## config.mk

```make
export PLATFORM = sky130hd
export DESIGN_NAME = sector_cache_lru_controller
export DESIGN_NICKNAME = d
export VERILOG_FILES = /design/src/hdl/sclru_pkg.sv /design/src/hdl/sclru_ctrl.sv /design/src/hdl/sclru_dp.sv /design/src/hdl/sector_cache_lru_controller.sv
export SDC_FILE = /design/constraint.sdc
export NUM_CORES = 1
export LEC_CHECK = 0
export ABC_AREA = 1
export ABC_CLOCK_PERIOD_IN_PS = 9800
export BUFFER_PORTS_ARGS = -buffer_cell sky130_fd_sc_hd__buf_2
export CAP_MARGIN = 25
export CORE_MARGIN = 10
export CORE_UTILIZATION = 40
export CTS_BUF_LIST = sky130_fd_sc_hd__clkbuf_4 sky130_fd_sc_hd__clkbuf_8
export CTS_CLUSTER_DIAMETER = 150
export DETAILED_ROUTE_END_ITERATION = 12
export SYNTH_ARGS = -nofsm -noshare
export SYNTH_HDL_FRONTEND = slang
export SYNTH_SLANG_ARGS = --single-unit
```

## constraint.sdc

```tcl
create_clock -name clk -period 9.8 [get_ports clk]
set_input_delay 0 -clock clk [delete_from_list [all_inputs] [get_ports clk]]
set_output_delay 0 -clock clk [all_outputs]
set_load 0.02 [all_outputs]
```

## src/hdl/sclru_pkg.sv

```systemverilog
// Shared types and constants of the sector cache LRU controller.
// No dependencies; every other file of the block imports this package.
package sclru_pkg;

  localparam int ENTRIES      = 4;
  localparam int SECTOR_BYTES = 512;
  localparam int AGE_BITS     = 16;

  localparam int SLOT_W   = $clog2(ENTRIES);
  localparam int SHIFT    = $clog2(SECTOR_BYTES);
  localparam int LEFT_W   = SHIFT + 1;
  localparam int ADDR_W   = 32;
  localparam int SECTOR_W = 32;
  localparam int FSLOT_W  = 2;
  localparam int OP_W     = 2;
  localparam int IN_W     = 40;
  localparam int OUT_W    = 64;
  localparam int CFG_AW   = 3;
  localparam int CFG_DW   = 32;

  localparam logic [AGE_BITS-1:0] AGE_MAX = '1;

  localparam logic [0:0] REG_PARTITION_START = 1'b0;

  typedef enum logic [OP_W-1:0] {
    OP_READ      = 2'd0,
    OP_WRITE     = 2'd1,
    OP_FILL_FAIL = 2'd2,
    OP_NONE      = 2'd3
  } op_t;

  // Commands from the controller to the datapath.
  typedef struct packed {
    logic load_in;
    logic exec;
  } cmd_t;

  // Status from the datapath to the controller.
  typedef struct packed {
    logic op_none;
  } status_t;

  typedef struct packed {
    logic [LEFT_W-1:0]   bytes_left;
    logic [SHIFT-1:0]    byte_offset;
    logic [SECTOR_W-1:0] sector_number;
    logic                write_back;
    logic                evicted;
    logic                fill_needed;
    logic                hit;
    logic [FSLOT_W-1:0]  slot;
  } result_t;

endpackage

```

## src/hdl/sclru_ctrl.sv

```systemverilog
// Controller state machine of the sector cache LRU controller.
// Depends on sclru_pkg; drives the datapath through cmd_t.
module sclru_ctrl (
  input  logic               clk,
  input  logic               rst,
  input  logic               s_tvalid,
  output logic               s_tready,
  output logic               m_tvalid,
  input  logic               m_tready,
  input  sclru_pkg::status_t status,
  output sclru_pkg::cmd_t    cmd
);
  import sclru_pkg::*;

  typedef enum logic [1:0] {
    ST_IDLE = 2'b01,
    ST_EXEC = 2'b10
  } state_t;

  state_t state, state_next;
  logic   out_free;

  assign out_free = !m_tvalid || m_tready;
  assign s_tready = (state == ST_IDLE);

  always_comb begin
    state_next  = state;
    cmd.load_in = 1'b0;
    cmd.exec    = 1'b0;
    unique case (state)
      ST_IDLE: begin
        if (s_tvalid) begin
          cmd.load_in = 1'b1;
          state_next  = ST_EXEC;
        end
      end
      ST_EXEC: begin
        if (status.op_none) begin
          state_next = ST_IDLE;
        end else if (out_free) begin
          cmd.exec   = 1'b1;
          state_next = ST_IDLE;
        end
      end
      default: state_next = ST_IDLE;
    endcase
  end

  always_ff @(posedge clk) begin
    if (rst) begin
      state    <= ST_IDLE;
      m_tvalid <= 1'b0;
    end else begin
      state <= state_next;
      if (cmd.exec) begin
        m_tvalid <= 1'b1;
      end else if (m_tready) begin
        m_tvalid <= 1'b0;
      end
    end
  end

endmodule

```

## src/hdl/sclru_dp.sv

```systemverilog
// Datapath of the sector cache LRU controller: input register, tag, valid
// and age store, slot choice, and the result register. Depends on sclru_pkg.
module sclru_dp (
  input  logic                         clk,
  input  logic                         rst,
  input  sclru_pkg::cmd_t              cmd,
  output sclru_pkg::status_t           status,
  input  logic [sclru_pkg::OP_W-1:0]   in_op,
  input  logic [sclru_pkg::ADDR_W-1:0] in_addr,
  input  logic [sclru_pkg::FSLOT_W-1:0] in_fslot,
  input  logic                         cfg_we,
  input  logic [sclru_pkg::CFG_DW-1:0] cfg_wdata,
  output logic [sclru_pkg::CFG_DW-1:0] partition_start,
  output sclru_pkg::result_t           result
);
  import sclru_pkg::*;

  // Registered item; the sector number is formed on the way in.
  op_t                 op_q;
  logic [FSLOT_W-1:0]  fslot_q;
  logic [SECTOR_W-1:0] sector_q;
  logic [SHIFT-1:0]    offset_q;

  logic [SECTOR_W-1:0] slot_tag   [ENTRIES];
  logic [ENTRIES-1:0]  slot_valid;
  logic [AGE_BITS-1:0] slot_age   [ENTRIES];

  logic [ENTRIES-1:0]  hit_vec;
  logic                hit_any;
  logic [SLOT_W-1:0]   hit_idx;
  logic                inv_any;
  logic [SLOT_W-1:0]   inv_idx;
  logic [SLOT_W-1:0]   lru_idx;
  logic [AGE_BITS-1:0] lru_age;
  logic [SLOT_W-1:0]   chosen;
  logic                is_access;
  logic                fslot_ok;
  result_t             res_next;

  assign status.op_none = (op_q == OP_NONE);
  assign is_access      = (op_q == OP_READ) || (op_q == OP_WRITE);
  assign fslot_ok       = ({1'b0, fslot_q} < (FSLOT_W + 1)'(ENTRIES));

  always_comb begin
    hit_any = 1'b0;
    hit_idx = '0;
    inv_any = 1'b0;
    inv_idx = '0;
    for (int k = ENTRIES - 1; k >= 0; k--) begin
      hit_vec[k] = slot_valid[k] && (slot_tag[k] == sector_q);
      if (hit_vec[k]) begin
        hit_any = 1'b1;
        hit_idx = SLOT_W'(k);
      end
      if (!slot_valid[k]) begin
        inv_any = 1'b1;
        inv_idx = SLOT_W'(k);
      end
    end
    // Oldest slot; equal ages resolve toward the higher slot.
    lru_idx = '0;
    lru_age = '0;
    for (int k = 0; k < ENTRIES; k++) begin
      if (slot_age[k] >= lru_age) begin
        lru_age = slot_age[k];
        lru_idx = SLOT_W'(k);
      end
    end
    if (hit_any) begin
      chosen = hit_idx;
    end else if (inv_any) begin
      chosen = inv_idx;
    end else begin
      chosen = lru_idx;
    end
  end

  always_comb begin
    res_next = '0;
    if (is_access) begin
      res_next.slot          = FSLOT_W'(chosen);
      res_next.hit           = hit_any;
      res_next.fill_needed   = !hit_any;
      res_next.evicted       = !hit_any && !inv_any;
      res_next.write_back    = (op_q == OP_WRITE);
      res_next.sector_number = sector_q;
      res_next.byte_offset   = offset_q;
      res_next.bytes_left    = LEFT_W'(SECTOR_BYTES) - LEFT_W'(offset_q);
    end else begin
      res_next.slot = fslot_q;
    end
  end

  always_ff @(posedge clk) begin
    if (rst) begin
      partition_start <= '0;
    end else if (cfg_we) begin
      partition_start <= cfg_wdata;
    end
  end

  always_ff @(posedge clk) begin
    if (rst) begin
      op_q <= OP_NONE;
    end else if (cmd.load_in) begin
      op_q <= op_t'(in_op);
    end
  end

  always_ff @(posedge clk) begin
    if (cmd.load_in) begin
      fslot_q  <= in_fslot;
      sector_q <= partition_start + SECTOR_W'(in_addr >> SHIFT);
      offset_q <= in_addr[SHIFT-1:0];
    end
    if (cmd.exec) begin
      result <= res_next;
    end
    if (cmd.exec && is_access && !hit_any) begin
      slot_tag[chosen] <= sector_q;
    end
  end

  always_ff @(posedge clk) begin
    if (rst) begin
      slot_valid <= '0;
      for (int k = 0; k < ENTRIES; k++) begin
        slot_age[k] <= '0;
      end
    end else if (cmd.exec) begin
      if (is_access) begin
        slot_valid[chosen] <= 1'b1;
        for (int k = 0; k < ENTRIES; k++) begin
          if (SLOT_W'(k) == chosen) begin
            slot_age[k] <= '0;
          end else if (slot_valid[k] && slot_age[k] != AGE_MAX) begin
            slot_age[k] <= slot_age[k] + 1'b1;
          end
        end
      end else if (fslot_ok) begin
        slot_valid[SLOT_W'(fslot_q)] <= 1'b0;
        slot_age[SLOT_W'(fslot_q)]   <= '0;
      end
    end
  end

endmodule

```

## src/hdl/sector_cache_lru_controller.sv

```systemverilog
// Top level of the sector cache LRU controller: stream ports, APB register
// decode, and the sclru_ctrl / sclru_dp pair. Depends on sclru_pkg.
//
//  Channel   Direction  Handshake              Word contents
//  s_*       in         s_tvalid / s_tready    tuser op, tdata address + failed slot
//  m_*       out        m_tvalid / m_tready    tdata slot, flags, sector, offset, left
//  APB       in/out     psel/penable/pready    partition_start at address 0
//
// Each word is registered in ST_IDLE, forming the absolute sector number (one
// 32-bit add); in ST_EXEC an access compares the four tags, picks the slot and
// updates tags, valid bits and ages, a fill-fail op clears the failed slot, and
// both load the result register. A new word is accepted while a finished result
// still waits on m_*; ST_EXEC stalls only while it waits with m_tready low.
// Reset is synchronous: all slots become invalid with zero ages and
// partition_start returns to zero. A word with op 3 produces no result.
module sector_cache_lru_controller (
  input  logic                         clk,
  input  logic                         rst,
  // Input stream.
  input  logic                         s_tvalid,
  output logic                         s_tready,
  // [31:0] byte_address, [33:32] failed_slot, [39:34] zero.
  input  logic [sclru_pkg::IN_W-1:0]   s_tdata,
  // [1:0] op.
  input  logic [sclru_pkg::OP_W-1:0]   s_tuser,
  // Result stream.
  output logic                         m_tvalid,
  input  logic                         m_tready,
  // [1:0] slot, [2] hit, [3] fill_needed, [4] evicted, [5] write_back,
  // [37:6] sector_number, [46:38] byte_offset, [56:47] bytes_left, [63:57] zero.
  output logic [sclru_pkg::OUT_W-1:0]  m_tdata,
  // Configuration port.
  input  logic                         psel,
  input  logic                         penable,
  input  logic                         pwrite,
  input  logic [sclru_pkg::CFG_AW-1:0] paddr,
  input  logic [sclru_pkg::CFG_DW-1:0] pwdata,
  output logic [sclru_pkg::CFG_DW-1:0] prdata,
  output logic                         pready
);
  import sclru_pkg::*;

  cmd_t                cmd;
  status_t             status;
  result_t             result;
  logic                cfg_we;
  logic [CFG_DW-1:0]   partition_start;

  // One register; bit 2 of the byte address selects the register slot.
  assign pready = 1'b1;
  assign cfg_we = psel && penable && pwrite && pready && (paddr[2] == REG_PARTITION_START);

  always_comb begin
    unique case (paddr[2])
      REG_PARTITION_START: prdata = partition_start;
      default:             prdata = '0;
    endcase
  end

  assign m_tdata = OUT_W'(result);

  sclru_ctrl u_ctrl (
    .clk      (clk),
    .rst      (rst),
    .s_tvalid (s_tvalid),
    .s_tready (s_tready),
    .m_tvalid (m_tvalid),
    .m_tready (m_tready),
    .status   (status),
    .cmd      (cmd)
  );

  sclru_dp u_dp (
    .clk             (clk),
    .rst             (rst),
    .cmd             (cmd),
    .status          (status),
    .in_op           (s_tuser),
    .in_addr         (s_tdata[ADDR_W-1:0]),
    .in_fslot        (s_tdata[ADDR_W+FSLOT_W-1:ADDR_W]),
    .cfg_we          (cfg_we),
    .cfg_wdata       (pwdata),
    .partition_start (partition_start),
    .result          (result)
  );

endmodule

```

## Word-level counts from Yosys, hierarchy flattened

Memories as Yosys holds them, arrays and structs flattened.
Index checks and enable logic that the tools add are counted.

- Bits in registers: 141
- Bits in writable memories: 192
- Bits of input ports: 84
- Output and inout bits: 99
- Word-level logic and storage cells: 192
- Memories: 2

Memories:

| memory | depth | bits a word | rd ports | clocked after memory_dff | wr ports | line | text |
|---|---|---|---|---|---|---|---|
| u_dp.slot_tag | 4 | 32 | 4 | 0 | 1 | sclru_dp.sv:24 | `logic [SECTOR_W-1:0] slot_tag [ENTRIES];` |
| u_dp.slot_age | 4 | 16 | 4 | 0 | 4 | sclru_dp.sv:26 | `logic [AGE_BITS-1:0] slot_age [ENTRIES];` |

- Add/sub/neg operators: 6
- Magnitude comparators: 8
- Eq/ne operators: 17
- Muxes and demuxes: 105
- Bitwise operators: 12
- Reduce and logical (&&, ||, !) cells: 26

Operators by type and width:

| cell | count |
|---|---|
| 2-to-1 mux 16 bit | 12 |
| equality test 32 bit | 4 |
| 2-to-1 mux 1 bit | 71 |
| adder 16 x 1 -> 16 bit, second input constant | 4 |
| != test 16 bit, second input constant | 4 |
| >= comparator 16 bit | 3 |
| 2-to-1 mux 2 bit | 17 |
| adder 32 x 23 -> 32 bit | 1 |
| 2-to-1 mux 32 bit | 1 |
| >= comparator 16 x 1 -> 1 bit, second input constant | 1 |
| logical AND 1 bit | 16 |
| OR reduction 16 bit | 1 |
| subtractor 10 x 9 -> 10 bit, first input constant | 1 |
| bitwise OR 1 bit | 8 |
| less-than comparator 2 x 3 -> 1 bit, second input constant | 2 |
| AND 4 bit | 1 |
| demux 1 bit (select 2 bit) | 2 |
| equality test 2 x 1 -> 1 bit, second input constant | 2 |
| equality test 2 bit, first input constant | 2 |
| equality test 2 bit, second input constant | 2 |
| >= comparator 2 x 1 -> 1 bit, second input constant | 2 |
| zero test 2 bit | 2 |
| 2-to-1 mux 4 bit | 1 |
| inverter 4 bit | 1 |
| 10 further kinds | 13 |

## Longest topological paths before layout

An unclocked memory read counts as a cell.

- Word-level depth: 20
- Depth in mapped cells: 48
- Gate-level depth less buffers: 46

## Hierarchy

From an unflattened synthesis, not the netlist that was laid out.

- Cell total of the unflattened synthesis: 1,998
- Area, all modules: 17,514.3 sq um

Modules (own cells, without submodules):

| module | instances | cells each | area each (sq um) | seq. area each (sq um) |
|---|---|---|---|---|
| sclru_dp | 1 | 1,895 | 16,998.8 | 8,858.5 |
| sector_cache_lru_controller | 1 | 82 | 372.9 | 0.0 |
| sclru_ctrl | 1 | 21 | 142.6 | 60.1 |

## Least setup slack after synthesis

No wires, ideal clock.

- Kind: flip-flop to flip-flop
- Start: memory u_dp.slot_age[0][5]
- End: memory u_dp.slot_tag[0][0], enable pin
- Setup time: 421 ps
- Arrival: 5,829 ps
- Required time: 9,379 ps
- Path slack: 3,550 ps
- Stages on the path, launching flop included: 34
- Path buffers: 3
- Period minus slack after synthesis: 6,250 ps
- Path through: dfxtp_1 > inv_1 > ha_1 > a21oi_1 > nor2_1 > nor3_1 > nand2_1 > nand2_1 > nand2_1 > clkbuf_1 > o21ai_0 > ha_1 > a21oi_1 > o21a_1 > nand2_1 > a21oi_1 > clkbuf_1 > nand2_1 > o21ai_0 > ha_1 > inv_1 > nor2_1 > o21ai_0 > nand2_1 > nand2_1 > nand2_1 > nand2_1 > nand3_1 > o21bai_1 > nand2_1 > nand2_2 > nand4_1 > buf_2 > nor2_1

RTL lines:

| element | line |
|---|---|
| from (decl) | sclru_dp.sv:26 |
| to (decl) | sclru_dp.sv:24 |

==> metrics.yaml <==
status: "finished, final reports clean"
num-fill-cells: 4314
numPortBuffers: 166
async_reset_ff_frac: 0
power.leakage_uw: 0.009076
htree_levels: 2
dr.pass1.iters: 6
synth_top_area_cell: "edfxtp_1"
clk_latency_ns: 0.66
skew_ns: 0.02344
start_util: 0.4036
cap_violations: 0
num_vias: 15610
dieArea_um2: 54530
yosysUniqueCellTypes: 55
syn_to_final_growth_pct: 18.20
cts_setup_buffers: 0
first_iter_violations: 1061
timing.final.max_slew_violations: 0
utilization: 0.4770
place_area_um2: 19600
drive_gt1_frac: 0.1444
cp-end-kind: "register"
tritoncts: "built"
die-height_um: 233.5
cp-start-kind: "register"
syn_inst: 2170
grt-ovfl-total: 0
synth_area_per_cell_um2: 8.403
powerDensity_nw_per_um2: 144.7
place_ws_ns: 2.457
grt_usage: 0.1880
drc: 0
final_nets: 2592
viasPerCell: 5.069
cts_hold_buffers: 77
final.setup.tns_ns: 0
synth_top_area_frac: 0.3738
slew_headroom: 0.3890
synth-edff-count: 227
antenna_found_initial: 1
ant_nets: 0
critPathMaxStageDelay_ns: 0.75
stdcell_area_um2: 21550
synth_common_cells: "430 x nand2_1, 262 x inv_1, 253 x nor2_1"
cts_sinks: 332
clkSlewWorstSetupHoldPaths_ns: 0.06
setup_violations: 0
clock_path_buffers: 3
multi_input_area_um2: 7929
grt_pass1_wl_mm: 81.41
synth_area_leaders: "edfxtp_1 37%, dfxtp_1 12%, nand2_1 8.9%"
seq_area_um2: 8920
num_rows: 78
io_pins: 183
hold_viol: 0
cts-root-buf: "clkbuf_8"
cts-resized-gates: 0
worst_slack_ns: 2.314
max_freq_mhz: 133.6
gp_congestion: 0.9405
synth.most_common_cell: "nand2_1"
worst_pin_slew_ns: 0.9143
peakVddDrop_mv: 0.1200
ys_ff_latch: 332
synthFlopType: "edfxtp_1"
grt_max_degree: 67
path_class: "reg -> reg"
crit_required_ns: 10.10
first_global_vias: 14920
coreArea_um2: 45190
rsz0062_at_grt: "no"
routed_wl_mm: 52.30
ys_seq_area_frac: 0.4891
worstPathArrival_ns: 7.79
ys_warn_count: 0
cpMostUsedCell: "nand2_1"
fin_crit_sh: 0.7639
hold_path_class: "in -> reg"
dpl.hpwl_mm: 38.97
cp_max_fo: 33
die_w_um: 233.5
wl_per_cell_um: 16.98
crit_slowest_cell: "o21ai_0"
netlist_area_um2: 18230
finalCriticalPeriod_ns: 7.486
numCtsBuffers: 60
p_total_uw: 3119
[layout by cell type, fill, tap and decap left out, types with 7 or more instances in the layout]
master         count
nor3_1            43
o21ai_0          119
nor2_2            14
dlygate4sd3_1     77
buf_4             11
dfxtp_1          104
inv_1            260
a21oi_1          157
clkbuf_4          21
nor2_1           249
clkinv_1          19
conb_1             8
or2_2             19
nand4_1          110
nand2_2            7
o22ai_1            7
edfxtp_1         227
nand2_1          430
nand3_1           96
a31oi_1            9
clkbuf_8          66
ha_1              76
xor2_1            51
or2_1             14
xnor2_1           29
buf_2            166
inv_2             23
[final timing paths]
path | endpoint | slack, ns | depth (start not counted) | start
worst max register to register | u_dp.slot_tag[0][3] | 2.31 | 35 | u_dp.slot_age[0][5]
worst min register to register | u_dp.partition_start[14] | 0.48 | 2 | u_dp.partition_start[14]
worst min-delay path | u_dp.offset_q[2] | 0.06 | 2 | s_tdata[2]
worst max-delay path | u_dp.slot_tag[0][3] | 2.31 | 35 | u_dp.slot_age[0][5]
[power breakdown]
part,switching [uW],internal [uW],leakage (uW),total [uW]
combinational,163,95.9,0.00555,258
clock,590,693,0.000618,1280
sequential,46.2,1530,0.00291,1580
total,799,2320,0.00908,3120
[final cells by class]
class,count,area share
multi-input combinational,1495,0.3679
sequential,332,0.4138
tap,600,0.03483
clock inverter,23,0.004644
clock buffer,87,0.04946
inverter,287,0.05021
timing repair buffer,255,0.07906
antenna,1,0.0001161
[flip-flops by register name, indices dropped and copies added (netlist names)]
signal / flops
u_dp.sector_q: 32
u_ctrl.state: 2
u_dp.offset_q: 9
u_dp.op_q: 2
u_ctrl.m_tvalid: 1
u_dp.slot_tag: 128
u_dp.partition_start: 32
u_dp.slot_valid: 4
u_dp.fslot_q: 2
u_dp.slot_age: 64
u_dp.result: 56
[per-layer routing]
layer / routed length (um) / up-vias / track usage
met3: 3545 / 73 / 0.03992
met5: 0 / - / 0
met4: 1115 / 0 / 0.05382
met2: 23400 / 505 / 0.2962
li1: - / 7813 / -
met1: 24240 / 7220 / 0.2560
[critical path: cells and delay by family, from the launching register on]
family | cells | cell delay [ns]
adder cells (fa/ha/maj) | 3 | 0.93
flip-flops | 1 | 0.44
buffers and inverters | 4 | 0.87
AO/OA/AOI/OAI | 6 | 2.00
AND/OR/NAND/NOR | 22 | 2.84
[through the flow]
stage          std cells  hold slack [ns]
3_5_place_dp        2891           0.1782
6_report            3080          0.05686
3_3_place_gp        2891           0.1800
5_1_grt             3080          0.04109
2_1_floorplan       2176          0.09887
4_1_cts             3078          0.01614
[kinds of logic (layout without fill, tap and decap cells)]
| family | count (synthesis) | in the layout | share of synthesized area |
|---|---|---|---|
| buf+inv | 349 | 652 | 0.07808 |
| fa+ha+maj | 77 | 77 | 0.05325 |
| xor+xnor | 80 | 80 | 0.03842 |
| other cells | 2 | 9 | 0.0004118 |
| simple gates | 1016 | 1016 | 0.2503 |
| compound gates | 314 | 314 | 0.09043 |
| flops | 332 | 332 | 0.4891 |
Power figures use the tool's default switching activity.
